<file path="src/rtl/core/hsvrgb_pkg.sv">
package hsvrgb_pkg;

    // Default fraction width of all fixed-point fields
    localparam int FRAC_BITS_DEF = 16;

    // Fixed input field widths
    localparam int HUE_W    = 24;
    localparam int SAT_W    = 18;
    localparam int BRIGHT_W = 18;

    // Hexcone sector index width and queue depth between front and back
    localparam int SECTOR_W    = 3;
    localparam int QUEUE_DEPTH = 2;

    // Hexcone sectors, in order of rising hue
    typedef enum logic [SECTOR_W-1:0] {
        SECT_RED_YELLOW    = 3'd0,
        SECT_YELLOW_GREEN  = 3'd1,
        SECT_GREEN_CYAN    = 3'd2,
        SECT_CYAN_BLUE     = 3'd3,
        SECT_BLUE_MAGENTA  = 3'd4,
        SECT_MAGENTA_RED   = 3'd5
    } sector_t;

    // Queue status seen by the front and back parts
    typedef struct packed {
        logic full;
        logic empty;
    } q_status_t;

endpackage

</file>
<file path="src/rtl/core/hsvrgb_front.sv">
module hsvrgb_front #(
    parameter int FRAC_BITS = hsvrgb_pkg::FRAC_BITS_DEF,
    parameter int ITEM_W    = 4 * FRAC_BITS + 6
) (
    input  logic                                clk,
    input  logic                                rst_n,
    input  logic                                start,
    input  logic signed [hsvrgb_pkg::HUE_W-1:0]    hue_in,
    input  logic signed [hsvrgb_pkg::SAT_W-1:0]    sat_in,
    input  logic signed [hsvrgb_pkg::BRIGHT_W-1:0] bright_in,
    input  hsvrgb_pkg::q_status_t               q_status,
    output logic                                busy,
    output logic                                push,
    output logic                                front_valid,
    output logic [ITEM_W-1:0]                   item
);
    import hsvrgb_pkg::*;

    localparam int FB = FRAC_BITS;
    localparam int CW = (FB + 2 > SAT_W) ? FB + 2 : SAT_W;
    localparam logic signed [CW-1:0] ONE_C = CW'(longint'(1) << FB);
    localparam logic [FB:0] ONE = {1'b1, {FB{1'b0}}};

    logic                    valid_reg, valid_next;
    logic [ITEM_W-1:0]       item_reg, item_next;
    logic                    advance;
    logic signed [CW-1:0]    s_ext, v_ext;
    logic [FB:0]             s_clamp, v_clamp;
    logic [FB-1:0]           h_wrap;
    logic [FB+2:0]           h6;
    logic                    grey;

    // Clamp saturation and brightness to [0, ONE]
    always_comb
    begin
        s_ext = CW'(sat_in);
        v_ext = CW'(bright_in);
        if (s_ext[CW-1] || s_ext == '0)
            s_clamp = '0;
        else if (s_ext >= ONE_C)
            s_clamp = ONE;
        else
            s_clamp = s_ext[FB:0];
        if (v_ext[CW-1] || v_ext == '0)
            v_clamp = '0;
        else if (v_ext >= ONE_C)
            v_clamp = ONE;
        else
            v_clamp = v_ext[FB:0];
    end

    // Wrap hue to one turn, scale by six and classify
    assign h_wrap = hue_in[FB-1:0];
    assign h6     = {1'b0, h_wrap, 2'b00} + {2'b00, h_wrap, 1'b0};
    assign grey   = (s_clamp == '0);

    // Hold the request while the queue is full
    assign advance     = !valid_reg || !q_status.full;
    assign busy        = !advance;
    assign push        = valid_reg && !q_status.full;
    assign front_valid = valid_reg;
    assign item        = item_reg;

    always_comb
    begin
        valid_next = valid_reg;
        item_next  = item_reg;
        if (advance)
        begin
            valid_next = start;
            if (start)
                item_next = {grey, h6[FB+2:FB], h6[FB-1:0], h_wrap, s_clamp, v_clamp};
        end
    end

    always_ff @(posedge clk or negedge rst_n)
    begin
        if (!rst_n)
            valid_reg <= 1'b0;
        else
            valid_reg <= valid_next;
    end

    always_ff @(posedge clk)
    begin
        item_reg <= item_next;
    end

endmodule

</file>
<file path="src/rtl/core/hsvrgb_queue.sv">
module hsvrgb_queue #(
    parameter int WIDTH = 70,
    parameter int DEPTH = hsvrgb_pkg::QUEUE_DEPTH
) (
    input  logic                  clk,
    input  logic                  rst_n,
    input  logic                  push,
    input  logic [WIDTH-1:0]      wdata,
    input  logic                  pop,
    output logic [WIDTH-1:0]      rdata,
    output hsvrgb_pkg::q_status_t status
);
    import hsvrgb_pkg::*;

    localparam int PW = (DEPTH > 1) ? $clog2(DEPTH) : 1;
    localparam int CNTW = $clog2(DEPTH + 1);

    logic [WIDTH-1:0] mem_reg [DEPTH];
    logic [PW-1:0]    wr_ptr_reg, wr_ptr_next;
    logic [PW-1:0]    rd_ptr_reg, rd_ptr_next;
    logic [CNTW-1:0]  count_reg, count_next;
    logic             do_push, do_pop;

    assign status.full  = (count_reg == CNTW'(DEPTH));
    assign status.empty = (count_reg == '0);
    assign do_push      = push && !status.full;
    assign do_pop       = pop && !status.empty;
    assign rdata        = mem_reg[rd_ptr_reg];

    // Advance pointers with wrap at the depth
    always_comb
    begin
        wr_ptr_next = wr_ptr_reg;
        rd_ptr_next = rd_ptr_reg;
        count_next  = count_reg;
        if (do_push)
            wr_ptr_next = (wr_ptr_reg == PW'(DEPTH - 1)) ? '0 : wr_ptr_reg + 1'b1;
        if (do_pop)
            rd_ptr_next = (rd_ptr_reg == PW'(DEPTH - 1)) ? '0 : rd_ptr_reg + 1'b1;
        if (do_push && !do_pop)
            count_next = count_reg + 1'b1;
        else if (do_pop && !do_push)
            count_next = count_reg - 1'b1;
    end

    always_ff @(posedge clk or negedge rst_n)
    begin
        if (!rst_n)
        begin
            wr_ptr_reg <= '0;
            rd_ptr_reg <= '0;
            count_reg  <= '0;
        end
        else
        begin
            wr_ptr_reg <= wr_ptr_next;
            rd_ptr_reg <= rd_ptr_next;
            count_reg  <= count_next;
        end
    end

    // Store the incoming request
    always_ff @(posedge clk)
    begin
        if (do_push)
            mem_reg[wr_ptr_reg] <= wdata;
    end

    // Occupancy never exceeds the depth
    a_count_bound: assert property (@(posedge clk) disable iff (!rst_n)
        count_reg <= CNTW'(DEPTH))
        else $error("queue occupancy above depth");

    // A pop empties one slot unless a push refills it
    a_pop_count: assert property (@(posedge clk) disable iff (!rst_n)
        (do_pop && !do_push) |=> count_reg == $past(count_reg) - 1'b1)
        else $error("queue count did not drop on pop");

endmodule

</file>
<file path="src/rtl/core/hsvrgb_back.sv">
module hsvrgb_back #(
    parameter int FRAC_BITS = hsvrgb_pkg::FRAC_BITS_DEF,
    parameter int ITEM_W    = 4 * FRAC_BITS + 6
) (
    input  logic                     clk,
    input  logic                     rst_n,
    input  hsvrgb_pkg::q_status_t    q_status,
    input  logic [ITEM_W-1:0]        item,
    output logic                     pop,
    output logic                     done,
    output logic [FRAC_BITS:0]       red,
    output logic [FRAC_BITS:0]       green,
    output logic [FRAC_BITS:0]       blue,
    output logic [FRAC_BITS-1:0]     hue_wrapped,
    output logic [FRAC_BITS:0]       sat_clamped,
    output logic [FRAC_BITS:0]       bright_clamped
);
    import hsvrgb_pkg::*;

    localparam int FB = FRAC_BITS;
    localparam logic [FB:0] ONE = {1'b1, {FB{1'b0}}};

    // Unpacked request fields
    logic                 in_grey;
    logic [SECTOR_W-1:0]  in_sector;
    logic [FB-1:0]        in_f, in_h;
    logic [FB:0]          in_s, in_v;

    // Stage 1 registers
    logic                 valid1_reg;
    logic                 grey1_reg;
    logic [SECTOR_W-1:0]  sector1_reg;
    logic [FB-1:0]        h1_reg;
    logic [FB:0]          s1_reg, v1_reg, sf1_reg, sg1_reg, m1_reg;

    // Stage 2 (output) registers
    logic                 done_reg;
    logic [FB:0]          red_reg, green_reg, blue_reg;
    logic [FB-1:0]        hue_reg;
    logic [FB:0]          sat_reg, bright_reg;

    logic [FB:0]          red_next, green_next, blue_next;
    logic [2*FB+1:0]      prod_sf, prod_sg, prod_m, prod_n, prod_k;
    logic [FB:0]          n_val, k_val;

    assign {in_grey, in_sector, in_f, in_h, in_s, in_v} = item;
    assign pop = !q_status.empty;

    // Stage 1: S*F, S*(1-F) and V*(1-S)
    assign prod_sf = in_s * {1'b0, in_f};
    assign prod_sg = in_s * (ONE - {1'b0, in_f});
    assign prod_m  = in_v * (ONE - in_s);

    always_ff @(posedge clk or negedge rst_n)
    begin
        if (!rst_n)
        begin
            valid1_reg <= 1'b0;
            done_reg   <= 1'b0;
        end
        else
        begin
            valid1_reg <= pop;
            done_reg   <= valid1_reg;
        end
    end

    always_ff @(posedge clk)
    begin
        if (pop)
        begin
            grey1_reg   <= in_grey;
            sector1_reg <= in_sector;
            h1_reg      <= in_h;
            s1_reg      <= in_s;
            v1_reg      <= in_v;
            sf1_reg     <= prod_sf[2*FB:FB];
            sg1_reg     <= prod_sg[2*FB:FB];
            m1_reg      <= prod_m[2*FB:FB];
        end
    end

    // Stage 2: V*(1-S*F) and V*(1-S*(1-F)), then route by sector
    assign prod_n = v1_reg * (ONE - sf1_reg);
    assign prod_k = v1_reg * (ONE - sg1_reg);
    assign n_val  = prod_n[2*FB:FB];
    assign k_val  = prod_k[2*FB:FB];

    always_comb
    begin
        red_next   = v1_reg;
        green_next = v1_reg;
        blue_next  = v1_reg;
        if (!grey1_reg)
        begin
            case (sector_t'(sector1_reg))
                SECT_RED_YELLOW:
                begin
                    red_next = v1_reg; green_next = k_val;  blue_next = m1_reg;
                end
                SECT_YELLOW_GREEN:
                begin
                    red_next = n_val;  green_next = v1_reg; blue_next = m1_reg;
                end
                SECT_GREEN_CYAN:
                begin
                    red_next = m1_reg; green_next = v1_reg; blue_next = k_val;
                end
                SECT_CYAN_BLUE:
                begin
                    red_next = m1_reg; green_next = n_val;  blue_next = v1_reg;
                end
                SECT_BLUE_MAGENTA:
                begin
                    red_next = k_val;  green_next = m1_reg; blue_next = v1_reg;
                end
                default:
                begin
                    red_next = v1_reg; green_next = m1_reg; blue_next = n_val;
                end
            endcase
        end
    end

    always_ff @(posedge clk)
    begin
        if (valid1_reg)
        begin
            red_reg    <= red_next;
            green_reg  <= green_next;
            blue_reg   <= blue_next;
            hue_reg    <= h1_reg;
            sat_reg    <= s1_reg;
            bright_reg <= v1_reg;
        end
    end

    assign done           = done_reg;
    assign red            = red_reg;
    assign green          = green_reg;
    assign blue           = blue_reg;
    assign hue_wrapped    = hue_reg;
    assign sat_clamped    = sat_reg;
    assign bright_clamped = bright_reg;

endmodule

</file>
<file path="src/rtl/core/hsv_to_rgb_converter_unit.sv">
// HSV to RGB converter: one request per clock, no state between requests.
// A taken request passes through the queue write, the multiply stage and the route and
// output register, in that order, before done rises.
// Throughput: one request per cycle; the back pops every cycle, so busy stays low.
// The receiver cannot stall: each result shows for one cycle under done.
// Reset (rst_n low, asynchronous) empties the front, queue and pipeline.
module hsv_to_rgb_converter_unit #(
    parameter int FRAC_BITS = hsvrgb_pkg::FRAC_BITS_DEF
) (
    input  logic                                   clk,
    input  logic                                   rst_n,
    input  logic                                   start,
    output logic                                   busy,
    input  logic signed [hsvrgb_pkg::HUE_W-1:0]    hue_in,
    input  logic signed [hsvrgb_pkg::SAT_W-1:0]    sat_in,
    input  logic signed [hsvrgb_pkg::BRIGHT_W-1:0] bright_in,
    output logic                                   done,
    output logic [FRAC_BITS:0]                     red,
    output logic [FRAC_BITS:0]                     green,
    output logic [FRAC_BITS:0]                     blue,
    output logic [FRAC_BITS-1:0]                   hue_wrapped,
    output logic [FRAC_BITS:0]                     sat_clamped,
    output logic [FRAC_BITS:0]                     bright_clamped
);
    import hsvrgb_pkg::*;

    localparam int ITEM_W = 4 * FRAC_BITS + 6;

    q_status_t          q_status;
    logic               push, pop, front_valid;
    logic [ITEM_W-1:0]  front_item, queue_item;

    // Accept, clamp and classify requests
    hsvrgb_front #(
        .FRAC_BITS (FRAC_BITS),
        .ITEM_W    (ITEM_W)
    ) u_front (
        .clk         (clk),
        .rst_n       (rst_n),
        .start       (start),
        .hue_in      (hue_in),
        .sat_in      (sat_in),
        .bright_in   (bright_in),
        .q_status    (q_status),
        .busy        (busy),
        .push        (push),
        .front_valid (front_valid),
        .item        (front_item)
    );

    // Decouple front from back
    hsvrgb_queue #(
        .WIDTH (ITEM_W),
        .DEPTH (QUEUE_DEPTH)
    ) u_queue (
        .clk    (clk),
        .rst_n  (rst_n),
        .push   (push),
        .wdata  (front_item),
        .pop    (pop),
        .rdata  (queue_item),
        .status (q_status)
    );

    // Multiply and route to RGB
    hsvrgb_back #(
        .FRAC_BITS (FRAC_BITS),
        .ITEM_W    (ITEM_W)
    ) u_back (
        .clk            (clk),
        .rst_n          (rst_n),
        .q_status       (q_status),
        .item           (queue_item),
        .pop            (pop),
        .done           (done),
        .red            (red),
        .green          (green),
        .blue           (blue),
        .hue_wrapped    (hue_wrapped),
        .sat_clamped    (sat_clamped),
        .bright_clamped (bright_clamped)
    );

    // A taken request is held in the front register next cycle
    a_accept_holds: assert property (@(posedge clk) disable iff (!rst_n)
        (start && !busy) |=> front_valid)
        else $error("accepted request lost in front");

    // Every request leaving the queue comes out through the stage 1 and output registers
    a_pop_to_done: assert property (@(posedge clk) disable iff (!rst_n)
        pop |-> ##2 done)
        else $error("popped request did not produce a result");

    // Busy only while the front holds a request against a full queue
    a_busy_cause: assert property (@(posedge clk) disable iff (!rst_n)
        busy |-> (front_valid && q_status.full))
        else $error("busy without a blocked request");

    // Zero saturation gives grey at the brightness level
    a_grey: assert property (@(posedge clk) disable iff (!rst_n)
        (done && sat_clamped == '0) |->
            (red == bright_clamped && green == bright_clamped && blue == bright_clamped))
        else $error("zero saturation did not give grey");

endmodule

</file>
<file path="config.mk">
export PLATFORM = sky130hd
export DESIGN_NAME = hsv_to_rgb_converter_unit
export DESIGN_NICKNAME = d
export VERILOG_FILES = /design/src/rtl/core/hsvrgb_pkg.sv /design/src/rtl/core/hsvrgb_front.sv /design/src/rtl/core/hsvrgb_queue.sv /design/src/rtl/core/hsvrgb_back.sv /design/src/rtl/core/hsv_to_rgb_converter_unit.sv
export SDC_FILE = /design/constraint.sdc
export NUM_CORES = 2
export LEC_CHECK = 0
export ABC_AREA = 1
export BUFFER_PORTS_ARGS = -buffer_cell sky130_fd_sc_hd__buf_2
export CAP_MARGIN = 20
export CORE_MARGIN = 4
export CORE_UTILIZATION = 40
export CTS_CLUSTER_DIAMETER = 150
export DETAILED_ROUTE_END_ITERATION = 10
export SLEW_MARGIN = 20
export SYNTH_ARGS = -nofsm -noshare
export SYNTH_HDL_FRONTEND = slang
export SYNTH_SLANG_ARGS = --single-unit
</file>
<file path="constraint.sdc">
create_clock -name clk -period 8.55 [get_ports clk]
set_clock_uncertainty 0.15 [all_clocks]
set_input_delay 0.855 -clock clk [delete_from_list [all_inputs] [get_ports clk]]
set_output_delay 0.855 -clock clk [all_outputs]
set_load 0.005 [all_outputs]
</file>
==> flow_metrics.tcl <==
set metrics [dict create \
    grt_pass1_wl_um 318000 \
    min_to "u_back.sat_clamped[0]$_DFFE_PP_" \
    whs_path_depth 0 \
    path_delay_family "adder cells" \
    critical_path_class "reg -> reg" \
    drtIter0Drc 4534 \
    numCtsBuffers 45 \
    syn2layout_area_growth_pct 8.16 \
    grt_max_degree 69 \
    yosysWarnings 0 \
    place_area_um2 71000 \
    wl_per_cell_um 19.9 \
    nets 9666 \
    multi_input_area_um2 46700 \
    cp.arrival_ns 8.37 \
    maxCapViolCount 0 \
    routabilityCongestion 0.939 \
    grt_usage_pct 23.6 \
    ys_top_cells_by_count "inv_1, nand2_1, fa_1" \
    syn_inst 7761 \
    die_h_um 418 \
    initial_core_util_pct 40.2 \
    fmaxAchievable_mhz 123 \
    r2r-start "u_queue.rd_ptr_reg$_DFFE_PN0N_" \
    cp_num_buf_inv 7 \
    root_buffer "clkbuf_16" \
    syn_area_um2 67300 \
    cts_tree "built" \
    num_vias 52100 \
    clkTransAtPathRegs_ns 0.08 \
    wl_um 202000 \
    dieArea_um2 175000 \
    status "finished clean" \
    start_kind "flop" \
    cp_max_fo 21 \
    yosys.area.top_type_share_pct 38.0 \
    required_ns 8.75 \
    core_um2 167000 \
    drive_gt1_share_pct 6.98 \
    clock_latency_ns 0.67 \
    port_buffers 157 \
    overflow 0 \
    drc_errors 0 \
    synth_fp_nets 9526 \
    final_area_um2 72700 \
    r2r-end "u_back.m1_reg[11]$_DFFE_PN_" \
    dr.pass1.iters 6 \
    hold_path.class "reg -> reg" \
    antenna_found_initial 6 \
    synth_area_leaders "fa_1, edfxtp_1, inv_1" \
    place_hpwl_um 163000 \
    maxSlewHeadroom_pct 33.7 \
    end_kind "flop" \
    cpMostUsedCell "nand2_1" \
    final_max_slew_viol_count 0 \
    synth_edf_count 410 \
    async_flop_share_pct 1.68 \
    via_per_inst 5.14 \
    clk_path_buf_depth 3 \
    finalCritPeriodShare_pct 95.5 \
    reg2reg_depth 35 \
    worst_pin_slew_ns 0.988 \
    cp_slowest_cell "fa_1" \
    r2r_slack_ns 0.39 \
    ff_latch_area_um2 12500 \
    yosysTopAreaCell "fa_1" \
    cts_max_level 2 \
    postRouteAntennaNets 0 \
    clkSinkCount 417 \
    synth_area_per_cell_um2 8.67 \
    period_needed_ns 8.16 \
    synthFlopType "edfxtp_1" \
    hold_violations 0 \
    nFillCells 16400 \
    synth.yosys.seq_area_share_pct 18.6 \
    yosys.cell_types.count 57 \
    ioPinCount 166 \
    largest_reg_flops 136 \
    rows 150 \
    dieWidth_um 418 \
    ys_ff_latch 417 \
    post-synth-top-count-cell "inv_1" \
    grt_pass1_vias 54800 \
    critical-path-max-stage-delay_ns 0.61 \
    setup_viol 0 \
    hold_start "u_back.s1_reg[0]$_DFFE_PN_" \
]
[worst max-delay path by stage]
stage | from | endpoint | cells past startpoint
floorplan | u_queue.rd_ptr_reg$_DFFE_PN0N_ | u_back.m1_reg[12]$_DFFE_PN_ | 40
global placement | u_back.sf1_reg[0]$_DFFE_PN_ | u_back.green[7]$_DFFE_PP_ | 31
detailed placement | u_back.sf1_reg[0]$_DFFE_PN_ | u_back.blue[7]$_DFFE_PP_ | 31
CTS | u_back.sf1_reg[0]$_DFFE_PN_ | u_back.green[7]$_DFFE_PP_ | 31
global route | u_queue.rd_ptr_reg$_DFFE_PN0N_ | u_back.m1_reg[11]$_DFFE_PN_ | 37
finish | u_queue.rd_ptr_reg$_DFFE_PN0N_ | u_back.m1_reg[11]$_DFFE_PN_ | 35
[layer usage]
layer	track usage, %	wire (µm)	vias up
met1	31.4	82700	26100
met5	0	12	-
li1	-	-	23400
met4	9.10	9450	2
met3	3.75	16200	471
met2	38.8	94000	2154
[placed cells by master (no fill, tap or decap), types with 17 or more instances in the layout]
cell / instances
nor2_1: 794
nand3b_1: 20
edfxtp_1: 410
or2_2: 39
inv_2: 26
clkbuf_16: 45
xnor2_1: 55
ha_1: 427
clkinv_1: 39
nand2_1: 1664
o21a_1: 21
a21o_1: 19
o21ai_1: 20
nand2_2: 24
fa_1: 1275
nand3_1: 225
buf_2: 157
a21oi_1: 201
nor3_1: 31
xor2_1: 80
nor4_1: 22
buf_4: 170
inv_1: 1804
nand4_1: 34
clkinvlp_4: 17
o21ai_0: 135
[worst reg2reg max path: cells and delay by family (launching register included)]
family / cells / cell delay, ns
adders and majority gates: 8 / 3.54
buffers and inverters: 7 / 0.98
AOI/OAI and AO/OA: 4 / 0.84
DFF: 1 / 0.42
and+or+nand+nor: 16 / 1.98
[stage by stage]
step                setup TNS [ns]  hold slack (ns)  worst slack (ns)  cells  utilization, %
finish                           0            0.221             0.387  10100            43.5
global route              -0.00505            0.230          -0.00505  10100            43.5
CTS                              0            0.206             0.251  10100            43.4
detailed placement               0            0.255             0.308  10000            42.5
global placement                 0            0.254             0.400  10000            42.5
floorplan                        0            0.250              1.16   7761               -
[what timing repair did]
item                                    4_1_cts  5_1_grt
resized for setup                             0       20
hold buffers                                  1        0
endpoints found under the hold margin         7        0
setup buffers                                 0       12
endpoints found under the setup margin        0       54
[cells by family (layout without fill, tap and decap cells)]
logic type | Yosys count | in the layout | share of synthesized area (%)
simple gates | 2896 | 2896 | 17.4
buf+inv | 2116 | 2293 | 12.0
fa+ha+maj | 1702 | 1702 | 45.9
compound gates | 494 | 494 | 4.30
flops | 417 | 417 | 18.6
xor+xnor | 136 | 136 | 1.78
other cells | 0 | 4 | 0
[area by class of cell]
type	instances	share of cell area, %
Timing Repair Buffer	330	2.90
Clock inverter	31	0.497
Tap cell	2204	3.79
Clock buffer	53	1.62
Antenna cell	4	0.0138
Multi-Input combinational cell	5228	64.2
Sequential cell	417	17.2
Inverter	1879	9.76
Power is left out: the tool's default activity adds up to more than one toggle a clock period on the data nets, which glitch-free logic cannot reach.
